--- config.mk ---
export PLATFORM = sky130hd
export DESIGN_NAME = ppf_ctrl
export DESIGN_NICKNAME = d
export VERILOG_FILES = /design/src/rtl/ppf_pkg.sv /design/src/rtl/ppf_ctrl.sv
export SDC_FILE = /design/constraint.sdc
export NUM_CORES = 1
export LEC_CHECK = 0
export BUFFER_PORTS_ARGS = -buffer_cell sky130_fd_sc_hd__buf_2
export CORE_ASPECT_RATIO = 1.2
export CORE_MARGIN = 5
export CORE_UTILIZATION = 30
export DETAILED_ROUTE_END_ITERATION = 8
export GPL_TIMING_DRIVEN = 0
export PLACE_DENSITY = 0.5
export SETUP_SLACK_MARGIN = 0.2
export SLEW_MARGIN = 20
export SYNTH_ARGS = -nofsm -noshare
export SYNTH_HDL_FRONTEND = slang
export SYNTH_SLANG_ARGS = --single-unit
--- constraint.sdc ---
create_clock -name clk -period 1.8 [get_ports clk]
set_input_delay 0.18 -clock clk [delete_from_list [all_inputs] [get_ports clk]]
set_output_delay 0.18 -clock clk [all_outputs]
set_load 0.005 [all_outputs]
--- src/rtl/ppf_pkg.sv ---
// types and constants of the pure pursuit path follower
package ppf_pkg;

	localparam int POS_W    = 32;
	localparam int VEL_W    = 25;
	localparam int SLOT_W   = 6;
	localparam int SPEED_W  = 24;
	localparam int PERIOD_W = 16;
	localparam int CFG_IDX_W  = 3;
	localparam int CFG_DATA_W = 32;
	localparam int MUL_W    = 34;
	localparam int ITER_W   = 6;

	// configuration register indexes
	localparam logic [CFG_IDX_W-1:0] CFG_START_X   = 3'd0;
	localparam logic [CFG_IDX_W-1:0] CFG_START_Y   = 3'd1;
	localparam logic [CFG_IDX_W-1:0] CFG_START_Z   = 3'd2;
	localparam logic [CFG_IDX_W-1:0] CFG_SPEED     = 3'd3;
	localparam logic [CFG_IDX_W-1:0] CFG_LOOKAHEAD = 3'd4;
	localparam logic [CFG_IDX_W-1:0] CFG_PERIOD    = 3'd5;

	// configuration reset values
	localparam logic [POS_W-1:0]    RST_START_X   = 32'hFFF6_0000;
	localparam logic [POS_W-1:0]    RST_START_Y   = 32'd0;
	localparam logic [POS_W-1:0]    RST_START_Z   = 32'd98304;
	localparam logic [SPEED_W-1:0]  RST_SPEED     = 24'd131072;
	localparam logic [SPEED_W-1:0]  RST_LOOKAHEAD = 24'd78643;
	localparam logic [PERIOD_W-1:0] RST_PERIOD    = 16'd2185;

	// item opcode
	localparam logic OPC_TICK = 1'b0;
	localparam logic OPC_LOAD = 1'b1;

	// iterations of the square root and of each division
	localparam logic [ITER_W-1:0] ITER_COUNT = 6'd34;

	// axis select
	localparam logic [1:0] AXIS_X = 2'd0;
	localparam logic [1:0] AXIS_Z = 2'd2;

	typedef enum logic [4:0] {
		ST_IDLE, ST_DECODE, ST_LOAD, ST_INIT, ST_LA2, ST_DIFF, ST_SQX, ST_SQY,
		ST_SQZ, ST_SUM, ST_DECIDE, ST_SQRT_INIT, ST_SQRT_STEP, ST_STEP, ST_MUL,
		ST_DIV_INIT, ST_DIV_STEP, ST_DIV_WB, ST_SNAP, ST_OUT
	} ppf_state_t;

	typedef enum logic [4:0] {
		OP_NONE, OP_CAPTURE, OP_LOAD, OP_INIT, OP_LA2, OP_DIFF, OP_SQX, OP_SQY,
		OP_SQZ, OP_SUM, OP_SQRT_INIT, OP_SQRT_STEP, OP_STEP, OP_MUL, OP_DIV_INIT,
		OP_DIV_STEP, OP_DIV_WB, OP_SNAP, OP_OUT
	} ppf_op_t;

	typedef struct packed {
		ppf_op_t    op;
		logic [1:0] axis;
		logic       move;
	} ppf_cmd_t;

	typedef struct packed {
		logic is_load;
		logic path_ok;
		logic hit;
		logic last;
		logic near;
		logic step_ge;
		logic iter_last;
		logic out_busy;
	} ppf_status_t;

endpackage

--- src/rtl/ppf_ctrl.sv ---
// sequencer of the path follower: load, scan, square root, divisions, result
module ppf_ctrl (
	input  logic                 clk,
	input  logic                 arst_n,
	input  logic                 item_valid,
	output logic                 item_ready,
	input  ppf_pkg::ppf_status_t st,
	output ppf_pkg::ppf_cmd_t    cmd
);

	ppf_pkg::ppf_state_t state_q, state_d;
	logic [1:0] axis_q, axis_d;
	logic       move_q, move_d;

	// state, axis and move registers
	always_ff @(posedge clk or negedge arst_n) begin
		if (!arst_n) begin
			state_q <= ppf_pkg::ST_IDLE;
			axis_q  <= ppf_pkg::AXIS_X;
			move_q  <= 1'b0;
		end else begin
			state_q <= state_d;
			axis_q  <= axis_d;
			move_q  <= move_d;
		end
	end

	// next state
	always_comb begin
		state_d = state_q;
		axis_d  = axis_q;
		move_d  = move_q;
		unique case (state_q)
			ppf_pkg::ST_IDLE: if (item_valid) state_d = ppf_pkg::ST_DECODE;
			ppf_pkg::ST_DECODE: state_d = st.is_load ? ppf_pkg::ST_LOAD : ppf_pkg::ST_INIT;
			ppf_pkg::ST_LOAD: state_d = ppf_pkg::ST_IDLE;
			ppf_pkg::ST_INIT: state_d = st.path_ok ? ppf_pkg::ST_LA2 : ppf_pkg::ST_OUT;
			ppf_pkg::ST_LA2: state_d = ppf_pkg::ST_DIFF;
			ppf_pkg::ST_DIFF: state_d = ppf_pkg::ST_SQX;
			ppf_pkg::ST_SQX: state_d = ppf_pkg::ST_SQY;
			ppf_pkg::ST_SQY: state_d = ppf_pkg::ST_SQZ;
			ppf_pkg::ST_SQZ: state_d = ppf_pkg::ST_SUM;
			ppf_pkg::ST_SUM: state_d = (st.hit || st.last) ? ppf_pkg::ST_DECIDE
				: ppf_pkg::ST_DIFF;
			ppf_pkg::ST_DECIDE: state_d = st.near ? ppf_pkg::ST_OUT
				: ppf_pkg::ST_SQRT_INIT;
			ppf_pkg::ST_SQRT_INIT: state_d = ppf_pkg::ST_SQRT_STEP;
			ppf_pkg::ST_SQRT_STEP: if (st.iter_last) state_d = ppf_pkg::ST_STEP;
			ppf_pkg::ST_STEP: begin
				state_d = ppf_pkg::ST_MUL;
				axis_d  = ppf_pkg::AXIS_X;
				move_d  = 1'b0;
			end
			ppf_pkg::ST_MUL: state_d = ppf_pkg::ST_DIV_INIT;
			ppf_pkg::ST_DIV_INIT: state_d = ppf_pkg::ST_DIV_STEP;
			ppf_pkg::ST_DIV_STEP: if (st.iter_last) state_d = ppf_pkg::ST_DIV_WB;
			ppf_pkg::ST_DIV_WB: begin
				priority if (!move_q && !st.step_ge) begin
					move_d  = 1'b1;
					state_d = ppf_pkg::ST_MUL;
				end else if (axis_q == ppf_pkg::AXIS_Z) begin
					state_d = st.step_ge ? ppf_pkg::ST_SNAP : ppf_pkg::ST_OUT;
				end else begin
					axis_d  = axis_q + 2'd1;
					move_d  = 1'b0;
					state_d = ppf_pkg::ST_MUL;
				end
			end
			ppf_pkg::ST_SNAP: state_d = ppf_pkg::ST_OUT;
			ppf_pkg::ST_OUT: if (!st.out_busy) state_d = ppf_pkg::ST_IDLE;
			default: state_d = ppf_pkg::ST_IDLE;
		endcase
	end

	// datapath commands
	always_comb begin
		cmd.axis   = axis_q;
		cmd.move   = move_q;
		item_ready = (state_q == ppf_pkg::ST_IDLE);
		unique case (state_q)
			ppf_pkg::ST_IDLE:      cmd.op = item_valid ? ppf_pkg::OP_CAPTURE : ppf_pkg::OP_NONE;
			ppf_pkg::ST_LOAD:      cmd.op = ppf_pkg::OP_LOAD;
			ppf_pkg::ST_INIT:      cmd.op = ppf_pkg::OP_INIT;
			ppf_pkg::ST_LA2:       cmd.op = ppf_pkg::OP_LA2;
			ppf_pkg::ST_DIFF:      cmd.op = ppf_pkg::OP_DIFF;
			ppf_pkg::ST_SQX:       cmd.op = ppf_pkg::OP_SQX;
			ppf_pkg::ST_SQY:       cmd.op = ppf_pkg::OP_SQY;
			ppf_pkg::ST_SQZ:       cmd.op = ppf_pkg::OP_SQZ;
			ppf_pkg::ST_SUM:       cmd.op = ppf_pkg::OP_SUM;
			ppf_pkg::ST_SQRT_INIT: cmd.op = ppf_pkg::OP_SQRT_INIT;
			ppf_pkg::ST_SQRT_STEP: cmd.op = ppf_pkg::OP_SQRT_STEP;
			ppf_pkg::ST_STEP:      cmd.op = ppf_pkg::OP_STEP;
			ppf_pkg::ST_MUL:       cmd.op = ppf_pkg::OP_MUL;
			ppf_pkg::ST_DIV_INIT:  cmd.op = ppf_pkg::OP_DIV_INIT;
			ppf_pkg::ST_DIV_STEP:  cmd.op = ppf_pkg::OP_DIV_STEP;
			ppf_pkg::ST_DIV_WB:    cmd.op = ppf_pkg::OP_DIV_WB;
			ppf_pkg::ST_SNAP:      cmd.op = ppf_pkg::OP_SNAP;
			ppf_pkg::ST_OUT:       cmd.op = st.out_busy ? ppf_pkg::OP_NONE : ppf_pkg::OP_OUT;
			default:               cmd.op = ppf_pkg::OP_NONE;
		endcase
	end

endmodule

==> flow_results.xml <==
<?xml version="1.0" encoding="UTF-8"?>
<metrics>
  <group name="outcome">
    <metric name="status" unit="">finished, final reports clean</metric>
  </group>
  <group name="finish">
    <metric name="nNetsFinal" unit="">167</metric>
    <metric name="layout-drive-gt1-share" unit="">0.418</metric>
    <metric name="nFillCells" unit="">296</metric>
    <metric name="antennaDiodeCount" unit="">0</metric>
    <metric name="final_core_utilization" unit="">0.436</metric>
    <metric name="area_growth_syn_to_layout" unit="%">42.8</metric>
  </group>
  <group name="synthesis">
    <metric name="syn_avg_cell_area" unit="µm²">7.14</metric>
    <metric name="post-synth-top-area-cell" unit="">dfrtp_1</metric>
    <metric name="ys_seq_area_frac" unit="">0.238</metric>
    <metric name="dominantRegCellSynth" unit="">dfrtp_1</metric>
    <metric name="yosys.area.top_type_share" unit="">0.238</metric>
    <metric name="syn_inst" unit="">118</metric>
    <metric name="synth_cell_type_count" unit="">39</metric>
    <metric name="synth.yosys.warnings" unit="">0</metric>
    <metric name="ys_ff_latch" unit="">8</metric>
    <metric name="synth_enable_flop_cells" unit="">0</metric>
    <metric name="synth.cell_area" unit="µm²">842</metric>
    <metric name="postSynthNetCount" unit="">130</metric>
    <metric name="synth.top_cells.by_area" unit="">dfrtp_1 (24%), o21ai_0 (7.1%), nor2_1 (7.1%)</metric>
    <metric name="asyncSetResetFlopFracSynth" unit="">1.00</metric>
  </group>
  <group name="worst_setup_path">
    <metric name="critical_path.max_fanout" unit="">5</metric>
    <metric name="worst-r2r-setup-slack" unit="ns">0.03</metric>
    <metric name="worstSetupPathType" unit="">flip-flop to flip-flop</metric>
    <metric name="critical_path_depth" unit="">6</metric>
    <metric name="critical_path.slowest_cell" unit="">or4_4</metric>
    <metric name="critical_path_arrival" unit="ns">1.89</metric>
    <metric name="slowest_delay" unit="ns">0.44</metric>
    <metric name="worst-r2r-cell-count" unit="">6</metric>
    <metric name="cpLargestDelayFamily" unit="">simple AND/OR/NAND/NOR gates</metric>
    <metric name="crit_path_end_kind" unit="">flip-flop</metric>
    <metric name="critical_path.startpoint_type" unit="">flip-flop</metric>
    <metric name="cp_cell_sequence" unit="">buf_6 -&gt; or3_4 -&gt; or4_4 -&gt; o311ai_4 -&gt; a221o_1 -&gt; o21ai_1</metric>
    <metric name="worstPathRequired" unit="ns">1.93</metric>
    <metric name="critical_path_buf_inv_count" unit="">1</metric>
  </group>
  <group name="sta">
    <metric name="minimum_clock_period" unit="ns">1.77</metric>
    <metric name="hold_violations" unit="">0</metric>
    <metric name="setup_violations" unit="">0</metric>
    <metric name="fin_crit_sh" unit="">0.982</metric>
    <metric name="rsz0062_at_grt" unit="">true</metric>
    <metric name="final_max_slew_viol_count" unit="">0</metric>
    <metric name="slew-limit-headroom" unit="">0.749</metric>
    <metric name="max_clock_freq" unit="GHz">0.566</metric>
    <metric name="hold_ws" unit="ns">0.300</metric>
    <metric name="fin_skew" unit="ns">0.000179</metric>
    <metric name="setup-tns-final" unit="ns">0</metric>
    <metric name="max_slew.worst_pin.slew" unit="ns">0.373</metric>
  </group>
  <group name="global_route">
    <metric name="gr-total-overflow" unit="">0</metric>
    <metric name="grt_use_met2" unit="">0.235</metric>
    <metric name="number_of_antenna_violations_at_the_first_check_in_global_routing" unit="">0</metric>
    <metric name="grt_use_met1" unit="">0.182</metric>
    <metric name="grt-busiest-layer" unit="">met2</metric>
    <metric name="met3_usage" unit="">0.0377</metric>
    <metric name="grt_util_all_layers" unit="">0.142</metric>
    <metric name="grt_pass1_vias" unit="">956</metric>
    <metric name="largest_net_degree_at_the_start_of_global_routing" unit="">11</metric>
    <metric name="grt_pass1_wl" unit="µm">4420</metric>
  </group>
  <group name="min_path">
    <metric name="hold_path_class" unit="">input pin to asynchronous set/reset pin</metric>
  </group>
  <group name="pwr">
    <metric name="internal" unit="mW">1.08</metric>
    <metric name="worst_ir_drop_vdd" unit="mV">0.763</metric>
    <metric name="power.switching" unit="µW">981</metric>
    <metric name="power_density" unit="mW/mm²">1720</metric>
    <metric name="combPwrFrac" unit="">0.766</metric>
    <metric name="pwr-share-clk" unit="">0.065</metric>
    <metric name="leakage" unit="nW">0.530</metric>
    <metric name="power_frac_seq" unit="">0.169</metric>
    <metric name="design_power_total" unit="mW">2.06</metric>
    <metric name="fraction_of_power_spent_switching_nets" unit="">0.475</metric>
  </group>
  <group name="clock_network">
    <metric name="cts_made_buffers" unit="">3</metric>
    <metric name="cts.sink_count" unit="">8</metric>
    <metric name="clock_latency" unit="ns">0.25</metric>
    <metric name="cts-root-buf" unit="">clkbuf_4</metric>
    <metric name="ctsLongestPathBuffers" unit="">2</metric>
    <metric name="cts.reportedPaths.clkPinSlew" unit="ns">0.05</metric>
    <metric name="tritoncts" unit="">done</metric>
    <metric name="htree_num_levels" unit="">1</metric>
  </group>
  <group name="place">
    <metric name="count_of_buffers_from_port_buffering" unit="">19</metric>
    <metric name="dp_hpwl" unit="µm">1970</metric>
    <metric name="gpl_wtd_cong" unit="">0.949</metric>
  </group>
  <group name="floorplanning">
    <metric name="floorplan.rows" unit="">21</metric>
    <metric name="fp.dieW" unit="µm">58.4</metric>
    <metric name="fp.dieArea" unit="mm²">0.00397</metric>
    <metric name="die-height" unit="µm">68.0</metric>
    <metric name="io_pins" unit="">20</metric>
    <metric name="start_util" unit="">0.305</metric>
    <metric name="core_area" unit="mm²">0.00276</metric>
  </group>
  <group name="detailed_routing">
    <metric name="first_iter_violations" unit="">51</metric>
    <metric name="detail_route.first_pass.iterations" unit="">4</metric>
    <metric name="detail_route.vias_per_cell" unit="">5.78</metric>
    <metric name="postRouteWirelength" unit="µm">2930</metric>
    <metric name="postRouteAntennaNets" unit="">0</metric>
    <metric name="drt_drc_violations_left" unit="">0</metric>
    <metric name="drt-wirelength-per-cell" unit="µm">15.7</metric>
    <metric name="detailroute.via_count" unit="">1081</metric>
  </group>
  <group name="run">
    <metric name="timing.max_cap.violations" unit="">0</metric>
  </group>
</metrics>
-- stage by stage --
stage               instances  cell area [µm²]  setup slack (ns)
floorplan                 118              842            0.0923
global placement          171              980            -0.105
detailed placement        171              980           -0.0587
CTS                       180             1110            0.0241
global route              187             1200           -0.0448
finish                    187             1200            0.0320
-- power groups by stage --
stage	logic [mW]	clock network [mW]	registers, mW
after floorplan	0.846	0	0.309
after global placement	1.15	0	0.328
after detailed placement	1.15	0	0.327
after CTS	1.35	0.143	0.335
after global routing	1.72	0.149	0.361
final	1.58	0.135	0.348
-- final cells by class --
type | count | area, µm² | share of cell area
Inverter | 5 | 18.8 | 0.0156
Multi-Input combinational cell | 94 | 624 | 0.519
Sequential cell | 8 | 203 | 0.169
Buffer | 11 | 95.1 | 0.0791
Timing Repair Buffer | 32 | 196 | 0.163
Clock buffer | 3 | 22.5 | 0.0187
Tap cell | 34 | 42.5 | 0.0354
-- placed cells by master (no fill, tap or decap), types with 2 or more instances in the layout --
cell	instances
nor2_2	4
inv_1	5
buf_8	2
a21o_1	3
nor2b_1	4
nand4_1	2
nand2_1	10
nand3_1	2
buf_2	20
a21oi_1	6
dfrtp_2	2
nor3_1	2
o22ai_1	3
clkbuf_4	4
o21ai_1	6
buf_6	3
nor2_1	11
buf_4	12
o31ai_1	2
clkbuf_2	4
nand2b_1	2
a32oi_1	2
dfrtp_1	6
a21oi_2	3
nor3b_1	2
o21ai_0	8
-- flip-flops by register name (all words and copies together) (netlist names) --
name	count
axis_q	2
move_q	1
state_q	5
-- path summary, 6_finish.rpt --
kind / startpoint / endpoint
worst min-delay path: arst_n / move_q$_DFFE_PN0P_
worst max-delay path: state_q[4]$_DFFE_PN0P_ / state_q[0]$_DFFE_PN0P_
min in group clk: st[2] / move_q$_DFFE_PN0P_
worst max register to register: state_q[4]$_DFFE_PN0P_ / state_q[0]$_DFFE_PN0P_
worst min register to register: axis_q[0]$_DFFE_PN0P_ / axis_q[0]$_DFFE_PN0P_
max in group asynchronous: arst_n / state_q[3]$_DFFE_PN0P_
-- synthesized netlist by cell type (2+ instances only) --
master	instances
o22ai_1	3
nand2_1	10
clkbuf_1	8
nand4_1	2
inv_1	5
nor2_1	16
nor2b_1	4
dfrtp_1	8
nor3_1	2
o31ai_1	2
a21o_1	3
o21ai_0	12
o21ai_1	3
a32oi_1	2
a311oi_1	2
nor3b_1	3
nand2b_1	3
a21oi_1	8
nand3_1	2
-- cell families (layout without fill, tap and decap cells) --
kind of cell | after synthesis | in the layout | share of synthesized area
simple gates | 48 | 48 | 0.296
compound gates | 45 | 45 | 0.367
flops | 8 | 8 | 0.238
fa+ha+maj | 1 | 1 | 0.0149
buf+inv | 16 | 51 | 0.0847
-- per-layer routing --
layer  up-vias  wire length, µm
met3         4              192
met5         -                0
li1        509                -
met2        41             1520
met4         0               19
met1       527             1190
-- timing repair --
| item | CTS | global route |
|---|---|---|
| resized for setup | 28 | 16 |
| hold buffers | 1 | 0 |
| buffers inserted | 5 | 6 |
| gates cloned | 0 | 1 |
| endpoints found under the setup margin | 13 | 11 |
| endpoints found under the hold margin | 8 | 0 |
| pin swaps | 0 | 4 |
(Power assumes the default switching activity.)
